===== config.mk =====
export PLATFORM = sky130hd
export DESIGN_NAME = thpid_front_flat
export DESIGN_NICKNAME = d
export VERILOG_FILES = /design/src/sv/tip_heater_pid_controller_defines.svh /design/src/sv/thpid_pkg.sv /design/src/sv/thpid_in_if.sv /design/src/sv/thpid_front.sv /design/src/flat_wrapper.sv
export SDC_FILE = /design/constraint.sdc
export NUM_CORES = 1
export LEC_CHECK = 0
export BUFFER_PORTS_ARGS = -buffer_cell sky130_fd_sc_hd__clkbuf_2
export CORE_MARGIN = 1
export CORE_UTILIZATION = 46
export DETAILED_ROUTE_END_ITERATION = 10
export HOLD_SLACK_MARGIN = 0.05
export PLACE_DENSITY = 0.77
export SYNTH_ARGS = -nofsm -noshare
export SYNTH_HDL_FRONTEND = slang
export SYNTH_SLANG_ARGS = --single-unit

===== constraint.sdc =====
create_clock -name i_clk -period 3.15 [get_ports i_clk]
set_input_delay 0.63 -clock i_clk [delete_from_list [all_inputs] [get_ports i_clk]]
set_output_delay 0.63 -clock i_clk [all_outputs]
set_load 0.02 [all_outputs]

===== src/sv/tip_heater_pid_controller_defines.svh =====
// Assertion macros shared by the tip heater PID controller RTL.
`ifndef TIP_HEATER_PID_CONTROLLER_DEFINES_SVH
`define TIP_HEATER_PID_CONTROLLER_DEFINES_SVH
`ifndef SYNTHESIS
`define THPID_ASSERT(label, prop) \
    label: assert property (@(posedge i_clk) disable iff (!i_rst_n) (prop)) \
        else $error("thpid assertion failed");
`define THPID_ASSERT_NEXT(label, ante, cons) \
    label: assert property (@(posedge i_clk) disable iff (!i_rst_n) (ante) |=> (cons)) \
        else $error("thpid assertion failed");
`else
`define THPID_ASSERT(label, prop)
`define THPID_ASSERT_NEXT(label, ante, cons)
`endif
`endif


===== src/sv/thpid_pkg.sv =====
// Types and constants shared by the tip heater PID controller modules.
package thpid_pkg;

    // Configuration register indexes.
    localparam int CFG_IDX_W = 2;
    localparam logic [CFG_IDX_W-1:0] CFG_GAIN_P     = 2'd0;
    localparam logic [CFG_IDX_W-1:0] CFG_GAIN_I     = 2'd1;
    localparam logic [CFG_IDX_W-1:0] CFG_GAIN_D     = 2'd2;
    localparam logic [CFG_IDX_W-1:0] CFG_OUTPUT_MAX = 2'd3;

    localparam logic [15:0] RST_GAIN_P     = 16'd15;
    localparam logic [15:0] RST_GAIN_I     = 16'd2;
    localparam logic [15:0] RST_GAIN_D     = 16'd1;
    localparam logic [15:0] RST_OUTPUT_MAX = 16'd6000;

    // Heat state codes.
    localparam logic [1:0] HS_BELOW = 2'd0;
    localparam logic [1:0] HS_ABOVE = 2'd1;
    localparam logic [1:0] HS_BAND  = 2'd2;

    // Thresholds on the exact 17-bit gap (setpoint minus temperature).
    localparam logic signed [16:0] GAP_BAND      = 17'sd18;
    localparam logic signed [16:0] GAP_OVERSHOOT = 17'sd20;
    // Thresholds on the wrapped 16-bit error.
    localparam logic signed [15:0] ERR_INTEG_LIMIT = 16'sd500;
    localparam logic signed [15:0] ERR_DERIV_LIMIT = 16'sd30;

    localparam logic signed [31:0] SUM_MAX = 32'sh7FFF_FFFF;
    localparam logic signed [31:0] SUM_MIN = -32'sh7FFF_FFFF - 32'sd1;

    // Datapath widths.
    localparam int PP_W  = 33;   // gain_p * error
    localparam int PI_W  = 49;   // gain_i * integral
    localparam int PD_W  = 34;   // gain_d * error difference
    localparam int SUM_W = 50;   // sum of the three terms

    localparam int QUEUE_DEPTH = 4;
    localparam int QPTR_W      = 2;
    localparam int QCNT_W      = 3;

    typedef struct packed {
        logic [15:0] gain_p;
        logic [15:0] gain_i;
        logic [15:0] gain_d;
        logic [15:0] output_max;
    } t_cfg;

    // One classified item as handed from the front to the back.
    typedef struct packed {
        logic signed [15:0] err;
        logic [1:0]         heat_state;
        logic               integ;
        logic               ovr;
        logic               use_d;
    } t_cmd;

endpackage


===== src/sv/thpid_in_if.sv =====
// Input channel: measured tip temperature and setpoint.
interface thpid_in_if;
    logic               valid;
    logic               ready;
    logic signed [15:0] tip_temp;
    logic signed [15:0] target_temp;

    modport source (output valid, tip_temp, target_temp, input ready);
    modport sink (input valid, tip_temp, target_temp, output ready);
endinterface


===== src/sv/thpid_front.sv =====
// Front end: accepts items, forms the error and classifies it.
module thpid_front (
    input  logic          i_clk,
    input  logic          i_rst_n,
    thpid_in_if.sink      i_item,
    output logic          o_cmd_valid,
    input  logic          i_cmd_ready,
    output thpid_pkg::t_cmd o_cmd
);
    import thpid_pkg::*;

    logic               r_valid;
    t_cmd               r_cmd;
    t_cmd               n_cmd;
    logic signed [16:0] gap;
    logic               take;

    assign i_item.ready = !r_valid || i_cmd_ready;
    assign take         = i_item.valid && i_item.ready;

    always_comb begin
        gap = 17'($signed(i_item.target_temp)) - 17'($signed(i_item.tip_temp));
        n_cmd.err = gap[15:0];
        if (gap >= GAP_BAND) begin
            n_cmd.heat_state = HS_BELOW;
        end else if (gap < -GAP_BAND) begin
            n_cmd.heat_state = HS_ABOVE;
        end else begin
            n_cmd.heat_state = HS_BAND;
        end
        n_cmd.ovr   = gap < -GAP_OVERSHOOT;
        n_cmd.integ = $signed(gap[15:0]) < ERR_INTEG_LIMIT;
        n_cmd.use_d = $signed(gap[15:0]) > ERR_DERIV_LIMIT;
    end

    always_ff @(posedge i_clk) begin
        if (!i_rst_n) begin
            r_valid <= 1'b0;
        end else if (take) begin
            r_valid <= 1'b1;
        end else if (i_cmd_ready) begin
            r_valid <= 1'b0;
        end
    end

    always_ff @(posedge i_clk) begin
        if (take) begin
            r_cmd <= n_cmd;
        end
    end

    assign o_cmd_valid = r_valid;
    assign o_cmd       = r_cmd;
endmodule


===== src/flat_wrapper.sv =====
// flat-port wrapper written by rule: the top's interface ports become plain ports
module thpid_front_flat import thpid_pkg::*;
  (i_clk, i_rst_n, o_cmd_valid, i_cmd_ready, o_cmd, i_item_valid, i_item_tip_temp, i_item_target_temp, i_item_ready);
  thpid_in_if i_item_i ();
  input  logic i_clk;
  input  logic i_rst_n;
  output logic o_cmd_valid;
  input  logic i_cmd_ready;
  output thpid_pkg::t_cmd o_cmd;
  input wire logic [$bits(i_item_i.valid)-1:0] i_item_valid;
  input wire logic [$bits(i_item_i.tip_temp)-1:0] i_item_tip_temp;
  input wire logic [$bits(i_item_i.target_temp)-1:0] i_item_target_temp;
  output wire logic [$bits(i_item_i.ready)-1:0] i_item_ready;
  assign i_item_i.valid = i_item_valid;
  assign i_item_i.tip_temp = i_item_tip_temp;
  assign i_item_i.target_temp = i_item_target_temp;
  assign i_item_ready = i_item_i.ready;
  thpid_front u_core (.i_clk(i_clk), .i_rst_n(i_rst_n), .i_item(i_item_i), .o_cmd_valid(o_cmd_valid), .i_cmd_ready(i_cmd_ready), .o_cmd(o_cmd));
endmodule

# After elaboration in Yosys (flattened, before gate mapping)
# Index checks and enable logic that the tools add are counted.
[totals]
output_inout_bits = 23
wordCells = 19
regBits = 22
in_bits = 36
[op_classes]
n_reduce_logical = 4
magnitude_cmp = 5
muxes = 3
add_sub_neg = 1
[ops]
columns = ["operator", "count"]
rows = [
  ["< comparator 17 x 6 -> 1 bit (second input constant)", 2],
  [">= comparator 17 x 6 -> 1 bit (second input constant)", 1],
  ["subtractor 16 x 16 -> 17 bit", 1],
  ["greater-than comparator 16 x 6 -> 1 bit (second input constant)", 1],
  ["< comparator 16 x 10 -> 1 bit (second input constant)", 1],
  ["two-way mux 1 bit", 2],
  ["two-way mux 2 bit", 1],
  ["nonzero test 2 bit", 1],
  ["logical AND 1 bit", 1],
  ["logical NOT 1 bit", 1],
  ["logical OR 1 bit", 1],
]

# Longest topological paths before layout
[logic_depth]
ltp_word = 4
mapped_depth = 11
depth_no_buf = 11

# Worst setup path before layout
# No wires, ideal clock.
[synth_path]
path_type = "in2reg"
from = "input i_item_target_temp[0]"
to = "register u_core.r_cmd, in the netlist u_core.o_cmd[4] (data pin)"
t_required_ns = 2.894
setup_time_ns = 0.256
path_stages = 11
setup_slack_ns = 0.160
arrival_time_ns = 2.734
path_buffers = 0
cell_sequence = "inv_1 ha_1 fa_1 nor2b_1 o31a_1 o31ai_2 o311a_4 nor4_4 nor4_1 and4_1 a41o_1"
[synth_via]
elab_chain_len = 3
elab_cells_between_ends = 4
[synth_lines]
columns = ["element", "line_no", "rtl"]
rows = [
  ["from (decl)", "flat_wrapper.sv:12", "input wire logic [$bits(i_item_i.target_temp)-1:0] i_item_target_temp;"],
  ["subtractor 16 x 16 -> 17 bit *", "thpid_front.sv:22", "gap = 17'($signed(i_item.target_temp)) - 17'($signed(i_item.tip_temp));"],
  ["named net u_core.gap[14]", "thpid_front.sv:15", "logic signed [16:0] gap;"],
  ["< comparator 17 x 6 -> 1 bit", "thpid_front.sv:26", "end else if (gap < -GAP_BAND) begin"],
  ["two-way mux 2 bit", "thpid_front.sv:26", ""],
  ["to (signal assigned)", "thpid_front.sv:48", "r_cmd <= n_cmd;"],
  ["to (decl)", "thpid_front.sv:13", "t_cmd r_cmd;"],
]
# Mark *: on every way through the listed nets, which the timed path passes. The rest lies on a longest branch.
# A chain may end at the register's enable or synchronous reset.

# Final worst setup path
# Ends and elaborated chain as after synthesis.

==> flow_metrics.py <==
metrics = {
    "status": {
        "outcome": "finished, final reports clean",
    },
    "routing": {
        "routed_wirelength_um": 3590,
        "drt_iter0_drc": 109,
        "num_vias": 1619,
        "first_pass_iters": 4,
        "drt-vias-per-instance": 5.40,
        "drc_errors": 0,
        "ant_nets": 0,
        "wire_per_inst_um": 12.0,
    },
    "power": {
        "ir_drop_mv": 0.156,
        "share_comb_of_total_power_pct": 42.1,
        "p_int_w": 0.000623,
        "p_leak_nw": 1.09,
        "switching_share_pct": 34.5,
        "switchingPower_w": 0.000328,
        "clockPowerShare_pct": 17.9,
        "power.density_mw_per_mm2": 422,
        "pwr-share-seq_pct": 40.0,
    },
    "timing": {
        "maxSlewViolCount": 0,
        "period_needed_ns": 2.94,
        "slew_headroom_pct": 40.6,
        "tightest_slew_ns": 0.891,
        "hold_viol_final": 0,
        "rsz0062_at_grt": "no",
        "clock.fmax_mhz": 341,
        "skew_ns": 0.00130,
        "setup_violations": 0,
        "holdWs_ns": 0.532,
        "fin_crit_sh_pct": 93.2,
    },
    "logic_synthesis": {
        "synthTopCellsByArea": "edfxtp_1 (35%), ha_1 (11%), inv_1 (5.6%), xnor2_1 (4.4%), nand2_1 (2.5%)",
        "ys_ff_latch": 22,
        "synth-xor-area-share_pct": 6.35,
        "syn_area_sq_mm": 0.00179,
        "synth-seq-area-share_pct": 36.3,
        "synth.net_count": 236,
        "syn_inst": 183,
        "synth_area_leader_cell": "edfxtp_1",
        "synthMuxAreaShare_pct": 0,
        "yosysWarnings": 0,
        "ys_async_sr_fraction_pct": 0,
        "ys.flop_type": "edfxtp_1",
        "yosysUniqueCellTypes": 51,
        "yosys.area_share.adder_pct": 12.3,
        "synth_compound_area_share_pct": 21.4,
        "synth_top_family_by_area": "compound AO/OA/AOI/OAI gates",
        "synth-simple-area-share_pct": 17.3,
        "netlist.area_leader.share_pct": 35.1,
        "synth_edf_count": 21,
        "avgSynthCellArea_sq_um": 9.80,
    },
    "grt": {
        "grt_pass1_vias": 1474,
        "grtUsageTotal_pct": 18.3,
        "grt_first_pass_wirelength_um": 6040,
        "antenna_found_initial": 0,
        "grt_max_degree": 22,
        "overflow": 0,
    },
    "die": {
        "num_rows": 22,
        "die_w_um": 64.5,
        "die_h_um": 64.5,
        "start_util_pct": 48.6,
        "core_area_sq_mm": 0.00369,
        "die_area_sq_mm": 0.00415,
        "ios": 59,
    },
    "worst_setup_path": {
        "required_ns": 3.16,
        "crit_chain": "clkbuf_2, inv_1, ha_1, fa_1, nor2b_2, o31a_1, o31ai_2, o311a_4, nor4_4, nor4_1, and4_1, a41o_1",
        "path_class": "input pin to register",
        "cp_slowest_cell": "fa_1",
        "endpoint_kind": "register",
        "path_max_fanout": 3,
        "start_kind": "input pin",
        "cp_slowest_stage_delay_ns": 0.42,
        "crit_arrival_ns": 2.94,
    },
    "clock_network": {
        "htreeDepth": 1,
        "cts_tree": "done",
        "cts_buffers": 3,
        "cts_root_buf": "clkbuf_8",
        "cts_resized": 0,
        "clk_transition_reported_paths_ns": 0.07,
        "clk_path_buf_depth": 2,
        "ctsHoldBuffers": 0,
        "cts_setup_buffers": 0,
        "clk_latency_ns": 0.25,
        "cts.sinks": 22,
    },
    "cells_and_area": {
        "drive_above_1_share_pct": 33.7,
        "fill_cells": 336,
        "area.growth.synth_to_final_pct": 25.6,
        "final_nets": 306,
        "multiInputGateArea_sq_mm": 0.00103,
        "final_util_pct": 61.1,
        "seqCellArea_sq_um": 651,
        "n_antenna_cell": 0,
    },
    "place": {
        "portBuffers": 58,
        "hpwl_um": 3120,
        "routabilityCongestion": 0.905,
    },
    "run": {
        "cap_violations": 0,
    },
    "min_path": {
        "hold_class": "register to register",
    },
}
-- cell families after synthesis --
logic type | Yosys count
adders and majority gates | 17
and+or+nand+nor | 52
AOI/OAI and AO/OA | 49
buffers and inverters | 30
xor gates and xnor gates | 13
DFF | 22
-- metal layers --
layer	track usage, %	up-vias	wire length, um
met2	33.8	55	1850
met4	9.72	0	82
met5	0	-	0
met1	20.9	740	1480
met3	1.06	8	174
li1	-	816	-
-- area by class of cell --
cell class	count	area share, %
well taps	48	2.67
repair buffers	68	16.2
inverters	27	4.50
flip-flops and latches	22	28.9
multi-input cells	131	45.8
clock buffers	4	2.00
-- per-stage QoR --
stage	total power, W	cell area [sq um]	setup TNS, ns	cells	setup slack (ns)
after floorplan	0.000656	1790	0	183	0.160
after global placement	0.000779	2210	0	296	0.0259
after detailed placement	0.000787	2210	-0.285	296	-0.0992
after CTS	0.000957	2250	0	300	0.171
after global routing	0.00101	2250	0	300	0.0167
final	0.000951	2250	0	300	0.214
-- registers in the layout (all words and copies together) (netlist names) --
signal	flops
u_core.o_cmd	21
u_core.o_cmd_valid	1
-- cell usage after synthesis (all sizes together) (2+ instances only) --
| library cell | number |
|---|---|
| inv | 27 |
| edfxtp | 21 |
| ha | 16 |
| nand2 | 13 |
| a21oi | 9 |
| xnor2 | 9 |
| nor2 | 8 |
| a31oi | 7 |
| nand3 | 5 |
| nor4 | 5 |
| o21ai | 5 |
| a21o | 4 |
| nand2b | 4 |
| nor3 | 4 |
| xor2 | 4 |
| a21boi | 3 |
| and2 | 3 |
| and4 | 3 |
| o21a | 3 |
| a41oi | 2 |
| buf | 2 |
| nor2b | 2 |
| o211ai | 2 |
-- cells in the final DEF, fill, tap and decap left out, types with 2 or more instances in the layout --
cell type,netlist,routed
clkbuf_2,0,58
nand2_1,12,12
o21a_1,3,3
xnor2_1,9,9
a41oi_1,2,2
o21ai_0,5,5
nor4_4,2,2
a21o_1,4,4
a21boi_0,2,2
a31oi_1,6,6
ha_1,16,16
xor2_1,4,4
and4_1,2,2
clkbuf_8,0,3
nor4_1,3,3
nand3_1,5,5
a21oi_1,7,7
nor3_1,4,4
nand2b_1,4,4
edfxtp_1,21,21
o211ai_1,2,2
nor2_1,8,8
inv_1,27,27
buf_4,0,10
a21oi_2,2,2
and2_1,3,3
-- worst paths after layout --
kind                               from                  to  slack [ns]  cells past startpoint
setup / recovery  i_item_target_temp[0]     u_core.o_cmd[4]        0.21                     12
hold / removal       u_core.o_cmd_valid  u_core.o_cmd_valid        0.53                      2
setup reg to reg     u_core.o_cmd_valid    u_core.o_cmd[20]        1.65                      2
hold reg to reg      u_core.o_cmd_valid  u_core.o_cmd_valid        0.53                      2
-- power groups by stage --
stage          combinational, W  clock [W]  sequential (W)
2_1_floorplan          0.000223          0        0.000433
3_3_place_gp           0.000393          0        0.000386
3_5_place_dp           0.000400          0        0.000388
4_1_cts                0.000401   0.000175        0.000381
5_1_grt                0.000441   0.000187        0.000383
6_report               0.000401   0.000170        0.000380
-- critical path, delay by kind of cell --
family | cells | cell delay (ns)
AOI/OAI and AO/OA | 4 | 0.79
adders and majority gates | 2 | 0.63
buffers and inverters | 2 | 0.11
and+or+nand+nor | 4 | 0.78
No activity file was read; power rests on OpenSTA's default activity.
