**config.mk**
```make
export PLATFORM = sky130hd
export DESIGN_NAME = thpid_queue
export DESIGN_NICKNAME = d
export VERILOG_FILES = /design/src/sv/thpid_pkg.sv /design/src/sv/thpid_queue.sv
export VERILOG_INCLUDE_DIRS = /design/src /design/src/sv
export SDC_FILE = /design/constraint.sdc
export NUM_CORES = 1
export LEC_CHECK = 0
export BUFFER_PORTS_ARGS = -buffer_cell sky130_fd_sc_hd__buf_2
export CAP_MARGIN = 20
export CORE_MARGIN = 2
export CORE_UTILIZATION = 40
export DETAILED_ROUTE_END_ITERATION = 7
export SYNTH_ARGS = -nofsm -noshare
export SYNTH_HDL_FRONTEND = slang
export SYNTH_SLANG_ARGS = --single-unit
```
**constraint.sdc**
```tcl
create_clock -name i_clk -period 2 [get_ports i_clk]
set_clock_uncertainty 0.2 [all_clocks]
set_input_delay 0.3 -clock i_clk [delete_from_list [all_inputs] [get_ports i_clk]]
set_output_delay 0.3 -clock i_clk [all_outputs]
set_load 0.02 [all_outputs]
```
**src/sv/tip_heater_pid_controller_defines.svh**
```systemverilog
// Assertion macros shared by the tip heater PID controller RTL.
`ifndef TIP_HEATER_PID_CONTROLLER_DEFINES_SVH
`define TIP_HEATER_PID_CONTROLLER_DEFINES_SVH
`ifndef SYNTHESIS
`define THPID_ASSERT(label, prop) \
    label: assert property (@(posedge i_clk) disable iff (!i_rst_n) (prop)) \
        else $error("thpid assertion failed");
`define THPID_ASSERT_NEXT(label, ante, cons) \
    label: assert property (@(posedge i_clk) disable iff (!i_rst_n) (ante) |=> (cons)) \
        else $error("thpid assertion failed");
`else
`define THPID_ASSERT(label, prop)
`define THPID_ASSERT_NEXT(label, ante, cons)
`endif
`endif

```
**src/sv/thpid_pkg.sv**
```systemverilog
// Types and constants shared by the tip heater PID controller modules.
package thpid_pkg;

    // Configuration register indexes.
    localparam int CFG_IDX_W = 2;
    localparam logic [CFG_IDX_W-1:0] CFG_GAIN_P     = 2'd0;
    localparam logic [CFG_IDX_W-1:0] CFG_GAIN_I     = 2'd1;
    localparam logic [CFG_IDX_W-1:0] CFG_GAIN_D     = 2'd2;
    localparam logic [CFG_IDX_W-1:0] CFG_OUTPUT_MAX = 2'd3;

    localparam logic [15:0] RST_GAIN_P     = 16'd15;
    localparam logic [15:0] RST_GAIN_I     = 16'd2;
    localparam logic [15:0] RST_GAIN_D     = 16'd1;
    localparam logic [15:0] RST_OUTPUT_MAX = 16'd6000;

    // Heat state codes.
    localparam logic [1:0] HS_BELOW = 2'd0;
    localparam logic [1:0] HS_ABOVE = 2'd1;
    localparam logic [1:0] HS_BAND  = 2'd2;

    // Thresholds on the exact 17-bit gap (setpoint minus temperature).
    localparam logic signed [16:0] GAP_BAND      = 17'sd18;
    localparam logic signed [16:0] GAP_OVERSHOOT = 17'sd20;
    // Thresholds on the wrapped 16-bit error.
    localparam logic signed [15:0] ERR_INTEG_LIMIT = 16'sd500;
    localparam logic signed [15:0] ERR_DERIV_LIMIT = 16'sd30;

    localparam logic signed [31:0] SUM_MAX = 32'sh7FFF_FFFF;
    localparam logic signed [31:0] SUM_MIN = -32'sh7FFF_FFFF - 32'sd1;

    // Datapath widths.
    localparam int PP_W  = 33;   // gain_p * error
    localparam int PI_W  = 49;   // gain_i * integral
    localparam int PD_W  = 34;   // gain_d * error difference
    localparam int SUM_W = 50;   // sum of the three terms

    localparam int QUEUE_DEPTH = 4;
    localparam int QPTR_W      = 2;
    localparam int QCNT_W      = 3;

    typedef struct packed {
        logic [15:0] gain_p;
        logic [15:0] gain_i;
        logic [15:0] gain_d;
        logic [15:0] output_max;
    } t_cfg;

    // One classified item as handed from the front to the back.
    typedef struct packed {
        logic signed [15:0] err;
        logic [1:0]         heat_state;
        logic               integ;
        logic               ovr;
        logic               use_d;
    } t_cmd;

endpackage

```
**src/sv/thpid_queue.sv**
```systemverilog
// Short queue of classified items between the front and the back.
`include "tip_heater_pid_controller_defines.svh"
module thpid_queue (
    input  logic            i_clk,
    input  logic            i_rst_n,
    input  logic            i_push,
    input  thpid_pkg::t_cmd i_push_data,
    output logic            o_push_ready,
    output logic            o_pop_valid,
    output thpid_pkg::t_cmd o_pop_data,
    input  logic            i_pop
);
    import thpid_pkg::*;

    t_cmd              r_mem [QUEUE_DEPTH];
    logic [QPTR_W-1:0] r_wr_ptr;
    logic [QPTR_W-1:0] r_rd_ptr;
    logic [QCNT_W-1:0] r_count;
    logic              do_push;
    logic              do_pop;

    assign o_push_ready = r_count != QCNT_W'(QUEUE_DEPTH);
    assign o_pop_valid  = r_count != '0;
    assign o_pop_data   = r_mem[r_rd_ptr];
    assign do_push      = i_push && o_push_ready;
    assign do_pop       = i_pop && o_pop_valid;

    always_ff @(posedge i_clk) begin
        if (!i_rst_n) begin
            r_wr_ptr <= '0;
            r_rd_ptr <= '0;
            r_count  <= '0;
        end else begin
            if (do_push) begin
                r_wr_ptr <= r_wr_ptr + 1'b1;
            end
            if (do_pop) begin
                r_rd_ptr <= r_rd_ptr + 1'b1;
            end
            if (do_push && !do_pop) begin
                r_count <= r_count + 1'b1;
            end else if (do_pop && !do_push) begin
                r_count <= r_count - 1'b1;
            end
        end
    end

    always_ff @(posedge i_clk) begin
        if (do_push) begin
            r_mem[r_wr_ptr] <= i_push_data;
        end
    end

    `THPID_ASSERT(a_count_in_range, r_count <= QCNT_W'(QUEUE_DEPTH))
    `THPID_ASSERT(a_empty_ptrs_meet, (r_count == '0) |-> (r_rd_ptr == r_wr_ptr))
endmodule

```
Yosys cells after proc, flatten, opt, wreduce, memory -nomap -nowiden
Memories as Yosys holds them, arrays and structs flattened. A register that Yosys moved wholly into a read port is not among the register bits.
Cells that the tools add are included.

word-level totals
  output and inout bits = 23
  bits in writable memories = 84
  bits in latches = 0
  bits in read-only memories = 0
  memories kept = 1
  word-level logic and storage cells = 23
  flip-flop bits (word level) = 7
  input port bits = 25

cells by class
  divide/modulo/power cells = 0
  order comparisons = 0
  muxes and demuxes = 6
  bitwise logic cells = 0
  shift operators = 0
  add/sub/neg operators = 4
  multipliers = 0
  equal/unequal tests = 1
  reductions and logical operators = 8

memories
  name   depth  width  rd ports  clocked after memory_dff  write ports  line               source
  r_mem  4      21     1         1                         1            thpid_queue.sv:15  t_cmd r_mem [QUEUE_DEPTH];

operators by type and width
  kind                 count
  $mux 3               2
  $add 2x1->2 const B  2
  $logic_and 1x1->1    4
  $mux 2               2
  $add 3x1->3 const B  1
  $ne 3x3->1 const B   1
  $reduce_bool 3->1    1
  $sub 3x1->3 const B  1
  $logic_not 1->1      2
  $mux 1               2
  $reduce_bool 2->1    1

Longest topological paths before layout
Gate-level depths: netlist (run 1).

  depth after elaboration = 6
  gate-level depth with buffers = 8

Least setup slack after synthesis (run 1)
OpenSTA, ideal clock, no wires.

  path type = reg2reg
  from = register r_count[0]
  to = register r_count[2]
  setup slack = -0.255 ns
  stages on the path, launching flop included = 9
  arrival time = 1.980 ns
  clock period less this slack = 2.255 ns
  path through = dfxtp_1 -> nor2_2 -> a21boi_4 -> ha_1 -> inv_1 -> fa_1 -> xor2_1 -> or3_1 -> a21boi_0

on the way
  longest elaborated chain between the ends = 5
  elaborated cells between the ends (all ways) = 13

RTL lines
  element                      line               source
  start: declaration           thpid_queue.sv:18  logic [QCNT_W-1:0] r_count;
  start signal: assignment     thpid_queue.sv:41  r_count <= r_count + 1'b1;
  start signal: assignment     thpid_queue.sv:43  r_count <= r_count - 1'b1;
  $ne 3x3->1 (*)               thpid_queue.sv:22  assign o_push_ready = r_count != QCNT_W'(QUEUE_DEPTH);
  $logic_and 1x1->1 (*)        thpid_queue.sv:25  assign do_push = i_push && o_push_ready;
  named net do_push            thpid_queue.sv:19  logic do_push;
  $logic_not 1->1              thpid_queue.sv:42  end else if (do_pop && !do_push) begin
  $logic_and 1x1->1            thpid_queue.sv:42
  $reduce_bool 2->1 (no line)  n/a

The timed path passes the listed nets; every way through them passes the cells marked *. The select of a mux whose other input is x is not followed.
A chain may end at the register's enable or synchronous reset.

==> report_table.html, run 1 <==
<table>
<tr><th>Metric</th><th>Value</th></tr>
<tr><th colspan="2">Power</th></tr>
<tr><td>Clock network fraction of design power</td><td>20.4%</td></tr>
<tr><td>Sw frac</td><td>28.4%</td></tr>
<tr><td>Maximum ir drop on the vdd rail</td><td>0.642 mV</td></tr>
<tr><td>Power density over cell area</td><td>around 1200 nW/um2</td></tr>
<tr><td>Int Pwr</td><td>4.08 mW</td></tr>
<tr><td>Sw power</td><td>~1.6 mW</td></tr>
<tr><td>Leakage dissipation</td><td>~1.6 nW</td></tr>
<tr><td>Combinational cell fraction of total power</td><td>a little over a third</td></tr>
<tr><td>Sequential fraction of design power</td><td>43.9%</td></tr>
<tr><th colspan="2">Floorplanning</th></tr>
<tr><td>Area of the core</td><td>8640 um2</td></tr>
<tr><td>Effective utilization at floorplan</td><td>40.9%</td></tr>
<tr><td>Std cell rows</td><td>34</td></tr>
<tr><td>Io pins</td><td>48</td></tr>
<tr><td>Die outline width</td><td>98.0 um</td></tr>
<tr><td>Die height</td><td>98.0 um</td></tr>
<tr><td>Die area</td><td>a little under 10,000 um2</td></tr>
<tr><th colspan="2">Synthesis</th></tr>
<tr><td>Post-synth net total</td><td>188</td></tr>
<tr><td>Library cells used by synthesis</td><td>23</td></tr>
<tr><td>Number of storage elements in the synthesis netlist</td><td>93</td></tr>
<tr><td>Cell Area, Synth</td><td>between 3000 and 4000 um2</td></tr>
<tr><td>Cells after Synth</td><td>157</td></tr>
<tr><td>Synth Area per Inst</td><td>22.5 um2</td></tr>
<tr><td>Sequential-to-total area share from yosys stat</td><td>76.5%</td></tr>
<tr><td>Yosys warns</td><td>0</td></tr>
<tr><th colspan="2">Setup path</th></tr>
<tr><td>Kind of end point of the critical path</td><td>primary output</td></tr>
<tr><td>Biggest fanout along the worst timing path</td><td>8</td></tr>
<tr><td>Slowest CP cell</td><td>sky130_fd_sc_hd__mux4_2</td></tr>
<tr><td>Crit start category</td><td>register</td></tr>
<tr><td>Crit path cell chain</td><td>buf_12, mux4_2, buf_6</td></tr>
<tr><td>Category of the critical setup timing path</td><td>register to primary output</td></tr>
<tr><td>Number of buffer and inverter instances along the worst setup path</td><td>2</td></tr>
<tr><td>Critical path's top delay family</td><td>multiplexers</td></tr>
<tr><td>Critical Path RT</td><td>1500 ps</td></tr>
<tr><td>Data arrival time of the worst path</td><td>1600 ps</td></tr>
<tr><td>Crit-path max cell delay</td><td>520 ps</td></tr>
<tr><th colspan="2">Routing</th></tr>
<tr><td>Routed wire length</td><td>around 6 mm</td></tr>
<tr><td>Detailed-routing iteration count for the pre-antenna-repair pass</td><td>4</td></tr>
<tr><td>Via count of the routed design</td><td>~1.7k</td></tr>
<tr><td>DRC</td><td>0</td></tr>
<tr><td>Detail-routed via count per cell</td><td>4.79</td></tr>
<tr><td>Antenna Violating Nets Remaining</td><td>0</td></tr>
<tr><td>Drt wl/cell</td><td>about 17 um</td></tr>
<tr><td>Number of DRC markers after the initial detailed-route iteration</td><td>slightly below 100</td></tr>
<tr><th colspan="2">Place</th></tr>
<tr><td>Port Buffer Count</td><td>47</td></tr>
<tr><td>Final weighted congestion in routability-driven placement</td><td>0.665</td></tr>
<tr><td>Total placed cells including tap cells</td><td>~320</td></tr>
<tr><td>Placed wire-length estimate after detailed placement</td><td>3.63 mm</td></tr>
<tr><td>Dpl cell area</td><td>between 4000 and 5000 um2</td></tr>
<tr><th colspan="2">STA</th></tr>
<tr><td>Final clock period utilization by the worst path</td><td>105%</td></tr>
<tr><td>Number of pins exceeding their max-slew limit in the final report</td><td>0</td></tr>
<tr><td>Measured slew at the worst slew-check pin</td><td>274 ps</td></tr>
<tr><td>Total count of hold-check failures in the final report</td><td>0</td></tr>
<tr><td>Fmax</td><td>477 MHz</td></tr>
<tr><td>Least setup slack across all paths after layout</td><td>-95.8 ps</td></tr>
<tr><td>Headroom to the max-slew limit</td><td>81.7%</td></tr>
<tr><td>Post-route minimum period</td><td>roughly 2100 ps</td></tr>
<tr><td>Total negative setup slack</td><td>-1630 ps</td></tr>
<tr><td>Final-report setup violation count</td><td>22</td></tr>
<tr><td>Setup repair after global routing missed its margin</td><td>yes</td></tr>
<tr><th colspan="2">GRT</th></tr>
<tr><td>Global-route wire length before repair</td><td>slightly below 10 mm</td></tr>
<tr><td>Met2 track utilization from global routing</td><td>a little under a quarter</td></tr>
<tr><td>Number of antenna violations at the first check in global routing</td><td>0</td></tr>
<tr><td>Number of global-route vias before repair</td><td>1,969</td></tr>
<tr><td>Gr busiest metal</td><td>met2</td></tr>
<tr><td>Global-route usage over all layers</td><td>between 10% and 20%</td></tr>
<tr><td>Routing usage on met1</td><td>17.2%</td></tr>
<tr><td>Total congestion overflow</td><td>0</td></tr>
<tr><td>Pin count of the biggest net entering global routing</td><td>22</td></tr>
<tr><td>GR met3 Demand/Resource</td><td>around 3.1%</td></tr>
<tr><th colspan="2">Clock tree</th></tr>
<tr><td>CTS tree</td><td>yes</td></tr>
<tr><td>Buffer depth of the longest clock path</td><td>2</td></tr>
<tr><td>Clk sinks</td><td>a little over 90</td></tr>
<tr><td>Cell chosen for the clock root</td><td>sky130_fd_sc_hd__clkbuf_8</td></tr>
<tr><td>H-tree depth</td><td>3</td></tr>
<tr><td>Source-to-sink clock delay at the later pin of the worst-skew pair</td><td>340 ps</td></tr>
<tr><td>Clock input transition at the sequential cells of the worst setup and hold paths</td><td>80 ps</td></tr>
<tr><td>CTS buffer count</td><td>9</td></tr>
<tr><th colspan="2">Final layout</th></tr>
<tr><td>Area overhead of the layout relative to synthesis</td><td>31.4%</td></tr>
<tr><td>Multi-input combinational cell area</td><td>798 um2</td></tr>
<tr><td>Leading cell types in the layout, fill and taps excluded</td><td>sky130_fd_sc_hd__edfxtp_1 (84), sky130_fd_sc_hd__buf_2 (25), sky130_fd_sc_hd__buf_6 (22), sky130_fd_sc_hd__mux4_2 (21), sky130_fd_sc_hd__dlygate4sd3_1 (21)</td></tr>
<tr><td>Final standard cell utilization of the core</td><td>53.8%</td></tr>
<tr><td>Final Net Count</td><td>~280</td></tr>
<tr><td>Most common cell after layout, fill and taps aside</td><td>sky130_fd_sc_hd__edfxtp_1</td></tr>
<tr><td>Post-layout instance count excluding filler cells</td><td>between 300 and 400</td></tr>
<tr><td>Count of antenna diodes in the layout</td><td>0</td></tr>
<tr><td>Filler cells</td><td>about 700</td></tr>
<tr><td>Layout cell share with drive strength beyond 1</td><td>a little over two fifths</td></tr>
<tr><td>Total area of sequential cells</td><td>2710 um2</td></tr>
<tr><td>Total non-filler cell area in the finished layout</td><td>4650 um2</td></tr>
<tr><th colspan="2">Outcome</th></tr>
<tr><td>Run status</td><td>complete, but fails checks</td></tr>
<tr><td>Failing checks</td><td>negative setup slack</td></tr>
<tr><th colspan="2">Worst hold path</th></tr>
<tr><td>Hold Path Class</td><td>input port to register</td></tr>
<tr><th colspan="2">Job</th></tr>
<tr><td>MaxCap Viol Count</td><td>0</td></tr>
</table>
final cells by class:
type | count | area share (%)
clock buffer | 10 | 2.75
inverter | 3 | 0.242
timing repair buffer | 85 | 17.3
tap | 108 | 2.91
multi-input combinational | 56 | 17.2
clock inverter | 6 | 1.16
sequential | 93 | 58.4
sequential cells by signal (all words and copies together) (netlist names), named ones only:
signal    count
r_mem        84
r_count       3
r_wr_ptr      2
r_rd_ptr      2
worst paths after layout:
path	from	to	slack (ps)	depth (start not counted)
setup reg to reg	r_count[1]$_SDFFE_PN0P_	r_count[2]$_SDFFE_PN0P_	-60	7
setup / recovery	register	o_pop_data[19]	-100	3
hold reg to reg	r_wr_ptr[0]$_SDFFE_PN0P_	r_wr_ptr[0]$_SDFFE_PN0P_	300	2
hold / removal	i_rst_n	r_count[0]$_SDFFE_PN0P_	80	2
what timing repair did:
item	in CTS	in global routing
pin swaps	0	1
setup endpoints to repair	23	22
endpoints found under the hold margin	84	0
hold buffers	21	0
setup buffers	0	1
gates resized for setup	51	0
cloned	1	0
power groups by stage:
stage | Clock, mW | Sequential [mW] | Combinational, mW
2_1_floorplan | 0 | 2.52 | 1.09
3_3_place_gp | 0 | 2.52 | 1.64
3_5_place_dp | 0 | 2.53 | 1.65
4_1_cts | 1.21 | 2.50 | 2.08
5_1_grt | 1.29 | 2.53 | 2.18
6_report | 1.16 | 2.50 | 2.04
cell usage after synthesis:
library cell	number	area, um2
sky130_fd_sc_hd__edfxtp_1	84	2520
sky130_fd_sc_hd__mux4_2	21	473
sky130_fd_sc_hd__dfxtp_1	9	180
sky130_fd_sc_hd__and2_1	8	50.1
sky130_fd_sc_hd__ha_1	5	62.6
sky130_fd_sc_hd__nand2_1	5	18.8
sky130_fd_sc_hd__inv_1	3	11.3
sky130_fd_sc_hd__mux2i_1	3	30.0
sky130_fd_sc_hd__xnor2_1	3	26.3
sky130_fd_sc_hd__buf_2	2	10.0
sky130_fd_sc_hd__buf_6	2	22.5
sky130_fd_sc_hd__a21boi_0	1	7.51
sky130_fd_sc_hd__a21boi_4	1	18.8
sky130_fd_sc_hd__clkbuf_1	1	3.75
sky130_fd_sc_hd__fa_1	1	20.0
sky130_fd_sc_hd__nor2_2	1	6.26
sky130_fd_sc_hd__nor2b_1	1	6.26
sky130_fd_sc_hd__o21ai_0	1	5.00
sky130_fd_sc_hd__o311ai_2	1	16.3
sky130_fd_sc_hd__o31ai_4	1	21.3
sky130_fd_sc_hd__or3_1	1	6.26
sky130_fd_sc_hd__or3_2	1	7.51
sky130_fd_sc_hd__xor2_1	1	8.76
per-stage QoR:
step / power (mW) / worst slack, ps / hold slack (ps)
after floorplan: 3.61 / -24.3 / 199
after global placement: 4.16 / -5.97 / 292
after detailed placement: 4.18 / -58.2 / 296
after CTS: 5.79 / -135 / 65.5
after global routing: 5.99 / -162 / 73.6
final: 5.70 / -95.8 / 83.5
kinds of logic (layout without fill, tap and decap cells):
family | after synthesis | after routing | share of synthesized area (%)
compound gates | 5 | 5 | 1.95
xor+xnor | 4 | 4 | 0.991
fa+ha+maj | 6 | 6 | 2.34
buf+inv | 8 | 104 | 1.34
flops | 93 | 93 | 76.5
mux | 24 | 24 | 14.2
simple gates | 17 | 17 | 2.69
routing by layer:
metal,share of wire (%),routed length (um)
met2,50,2990
met3,4.1,244
met4,1.2,70
met1,45,2670
met5,0,0
worst reg2reg max path, stage by stage, from the launching register on:
cell	delay, ps
sky130_fd_sc_hd__dfxtp_4	370
sky130_fd_sc_hd__o31ai_4	260
sky130_fd_sc_hd__ha_2	230
sky130_fd_sc_hd__inv_2	40
sky130_fd_sc_hd__fa_2	320
sky130_fd_sc_hd__xor2_1	150
sky130_fd_sc_hd__or3_1	310
sky130_fd_sc_hd__a21boi_1	120
Power figures use the tool's default switching activity.
==> inputs of run 2 (changes only) <==
--- a/config.mk
+++ b/config.mk
@@ -11,6 +11,7 @@
 export CORE_MARGIN = 2
 export CORE_UTILIZATION = 40
 export DETAILED_ROUTE_END_ITERATION = 7
+export SETUP_SLACK_MARGIN = 0.15
 export SYNTH_ARGS = -nofsm -noshare
 export SYNTH_HDL_FRONTEND = slang
 export SYNTH_SLANG_ARGS = --single-unit
==> report_table.html, run 2 (synthesized netlist as in run 1, its figures left out) <==
<table>
<tr><th>Metric</th><th>Value</th></tr>
<tr><th colspan="2">Outcome</th></tr>
<tr><td>Run status</td><td>complete, but fails checks</td></tr>
<tr><td>Failing checks</td><td>negative setup slack</td></tr>
<tr><th colspan="2">STA</th></tr>
<tr><td>Least setup slack across all paths after layout</td><td>-94.5 ps</td></tr>
<tr><td>Final clock period utilization by the worst path</td><td>105%</td></tr>
<tr><td>Number of pins exceeding their max-slew limit in the final report</td><td>0</td></tr>
<tr><td>Total negative setup slack</td><td>-1650 ps</td></tr>
<tr><td>Final-report setup violation count</td><td>22</td></tr>
<tr><td>Measured slew at the worst slew-check pin</td><td>274 ps</td></tr>
<tr><td>Min Hold Slack</td><td>84.9 ps</td></tr>
<tr><td>Post-route minimum period</td><td>2090 ps</td></tr>
<tr><td>Setup repair after global routing missed its margin</td><td>yes</td></tr>
<tr><td>Headroom to the max-slew limit</td><td>81.7%</td></tr>
<tr><td>Fmax</td><td>477 MHz</td></tr>
<tr><td>Total count of hold-check failures in the final report</td><td>0</td></tr>
<tr><th colspan="2">Clock tree</th></tr>
<tr><td>CTS tree</td><td>yes</td></tr>
<tr><td>Clk sinks</td><td>93</td></tr>
<tr><td>Source-to-sink clock delay at the later pin of the worst-skew pair</td><td>340 ps</td></tr>
<tr><td>Buffer depth of the longest clock path</td><td>2</td></tr>
<tr><td>CTS buffer count</td><td>9</td></tr>
<tr><td>Clock input transition at the sequential cells of the worst setup and hold paths</td><td>~80 ps</td></tr>
<tr><td>Cell chosen for the clock root</td><td>sky130_fd_sc_hd__clkbuf_8</td></tr>
<tr><td>H-tree depth</td><td>3</td></tr>
<tr><th colspan="2">Floorplanning</th></tr>
<tr><td>Die outline width</td><td>98.0 um</td></tr>
<tr><td>Io pins</td><td>48</td></tr>
<tr><td>Area of the core</td><td>8640 um2</td></tr>
<tr><td>Die area</td><td>9600 um2</td></tr>
<tr><td>Std cell rows</td><td>34</td></tr>
<tr><td>Effective utilization at floorplan</td><td>40.9%</td></tr>
<tr><td>Die height</td><td>a little under 100 um</td></tr>
<tr><th colspan="2">GRT</th></tr>
<tr><td>Global-route usage over all layers</td><td>13.7%</td></tr>
<tr><td>Number of global-route vias before repair</td><td>just under 2k</td></tr>
<tr><td>Gr busiest metal</td><td>met2</td></tr>
<tr><td>Met2 track utilization from global routing</td><td>between 20 and 25%</td></tr>
<tr><td>Global-route wire length before repair</td><td>9.94 mm</td></tr>
<tr><td>Pin count of the biggest net entering global routing</td><td>22</td></tr>
<tr><td>Number of antenna violations at the first check in global routing</td><td>0</td></tr>
<tr><td>GR met3 Demand/Resource</td><td>3.15%</td></tr>
<tr><td>Total congestion overflow</td><td>0</td></tr>
<tr><td>Routing usage on met1</td><td>roughly 17%</td></tr>
<tr><th colspan="2">Final layout</th></tr>
<tr><td>Total area of sequential cells</td><td>between 2000 and 3000 um2</td></tr>
<tr><td>Leading cell types in the layout, fill and taps excluded</td><td>sky130_fd_sc_hd__edfxtp_1 (84), sky130_fd_sc_hd__buf_2 (25), sky130_fd_sc_hd__buf_6 (24), sky130_fd_sc_hd__mux4_2 (21), sky130_fd_sc_hd__dlygate4sd3_1 (21)</td></tr>
<tr><td>Layout cell share with drive strength beyond 1</td><td>about 43%</td></tr>
<tr><td>Largest register FFs</td><td>84</td></tr>
<tr><td>Total non-filler cell area in the finished layout</td><td>approximately 4700 um2</td></tr>
<tr><td>Area overhead of the layout relative to synthesis</td><td>32.1%</td></tr>
<tr><td>Multi-input combinational cell area</td><td>about 800 um2</td></tr>
<tr><td>Registers with the most flip-flops</td><td>r_mem x84, r_count x3</td></tr>
<tr><td>Count of antenna diodes in the layout</td><td>0</td></tr>
<tr><td>Filler cells</td><td>690</td></tr>
<tr><td>Final Net Count</td><td>281</td></tr>
<tr><td>Most common cell after layout, fill and taps aside</td><td>sky130_fd_sc_hd__edfxtp_1</td></tr>
<tr><td>Register containing the most flip-flops in the final layout</td><td>r_mem</td></tr>
<tr><th colspan="2">Power</th></tr>
<tr><td>Power density over cell area</td><td>1230 nW/um2</td></tr>
<tr><td>Maximum ir drop on the vdd rail</td><td>0.650 mV</td></tr>
<tr><td>Leakage dissipation</td><td>approximately 1.6 nW</td></tr>
<tr><th colspan="2">Setup path</th></tr>
<tr><td>Critical register-to-register path endpoint</td><td>r_count[2]$_SDFFE_PN0P_</td></tr>
<tr><td>Reg-to-Reg Start</td><td>r_count[1]$_SDFFE_PN0P_</td></tr>
<tr><td>Kind of end point of the critical path</td><td>primary output</td></tr>
<tr><td>Data arrival time of the worst path</td><td>between 1500 and 2000 ps</td></tr>
<tr><td>Crit start category</td><td>register</td></tr>
<tr><td>Biggest fanout along the worst timing path</td><td>8</td></tr>
<tr><td>Cells on worst reg2reg path</td><td>7</td></tr>
<tr><td>Worst R2R Setup Slack</td><td>-70 ps</td></tr>
<tr><td>Crit path to</td><td>o_pop_data[19]</td></tr>
<tr><td>Category of the critical setup timing path</td><td>register to primary output</td></tr>
<tr><td>Critical Path RT</td><td>1500 ps</td></tr>
<tr><th colspan="2">Job</th></tr>
<tr><td>MaxCap Viol Count</td><td>0</td></tr>
<tr><th colspan="2">Routing</th></tr>
<tr><td>DRC</td><td>0</td></tr>
<tr><td>Detail-routed via count per cell</td><td>around 4.8</td></tr>
<tr><td>Drt wl/cell</td><td>16.6 um</td></tr>
<tr><td>Via count of the routed design</td><td>1,734</td></tr>
<tr><td>Antenna Violating Nets Remaining</td><td>0</td></tr>
<tr><td>Routed wire length</td><td>6.03 mm</td></tr>
<tr><td>Number of DRC markers after the initial detailed-route iteration</td><td>85</td></tr>
<tr><td>Detailed-routing iteration count for the pre-antenna-repair pass</td><td>4</td></tr>
<tr><th colspan="2">Place</th></tr>
<tr><td>Placed wire-length estimate after detailed placement</td><td>3.63 mm</td></tr>
<tr><td>Final weighted congestion in routability-driven placement</td><td>0.665</td></tr>
<tr><td>Dpl cell area</td><td>approximately 4100 um2</td></tr>
<tr><td>Port Buffer Count</td><td>47</td></tr>
<tr><th colspan="2">Worst hold path</th></tr>
<tr><td>Hold path startpoint</td><td>i_rst_n</td></tr>
<tr><td>Hold Path Class</td><td>input port to register</td></tr>
</table>
## run 2: cell types whose count changed in the layout (fill, tap and decap cells not counted), sizes merged
cell  delta
buf      +2
## run 2: worst min-delay path by stage
stage / to / slack (ps) / cells past startpoint
after floorplan: r_mem[0][0]$_DFFE_PP_ / 200 / 0
after global placement: r_wr_ptr[0]$_SDFFE_PN0P_ / 290 / 2
after detailed placement: r_wr_ptr[0]$_SDFFE_PN0P_ / 300 / 2
after CTS: r_count[0]$_SDFFE_PN0P_ / 70 / 2
after global routing: r_count[0]$_SDFFE_PN0P_ / 70 / 2
final: r_count[0]$_SDFFE_PN0P_ / 80 / 2
## run 2: worst max-delay path, stage by stage (launching register included)
cell	delay, ps
sky130_fd_sc_hd__dfxtp_4	420
sky130_fd_sc_hd__buf_12	150
sky130_fd_sc_hd__mux4_2	520
sky130_fd_sc_hd__buf_6	150
## run 2: power breakdown
| group | leakage, nW | internal [mW] | switching (mW) |
|---|---|---|---|
| Clock | 0.0888 | 0.564 | 0.600 |
| Sequential | 0.846 | 2.38 | 0.124 |
| Combinational | 0.692 | 1.16 | 0.909 |
| Total | 1.63 | 4.11 | 1.63 |
## run 2: per-stage QoR
| step | cells | total power [mW] | util (%) | setup WS, ps |
|---|---|---|---|---|
| detailed placement | 322 | 4.18 | 47.0 | -58.2 |
| CTS | 361 | 5.81 | 53.9 | -135 |
| global route | 363 | 6.02 | 54.1 | -163 |
| global placement | 322 | 4.16 | 47.0 | -5.97 |
| floorplan | 157 | 3.61 | - | -24.3 |
| finish | 363 | 5.74 | 54.1 | -94.5 |
## run 2: timing repair
| action | 4_1_cts | 5_1_grt |
|---|---|---|
| pin swaps | 0 | 2 |
| setup endpoints to repair | 24 | 24 |
| endpoints found under the hold margin | 84 | 0 |
| resized for setup | 53 | 0 |
| buffers inserted | 1 | 2 |
| gates cloned | 1 | 0 |
| hold buffers | 21 | 0 |
## run 2: layout make-up
class	instances	share of cell area, %
well taps	108	2.89
inverters	3	0.241
clock inverters	6	1.15
repair buffers	87	17.7
multi-input cells	56	17.1
clock buffers	10	2.73
flip-flops and latches	93	58.1
## run 2: metal layers
layer  wire (um)  vias up  share of wire (%)
li1            -      824                  -
met3         244        8                4.0
met4          70        0                1.2
met1        2680      867                 44
met2        3040       35                 50
met5           0        -                  0
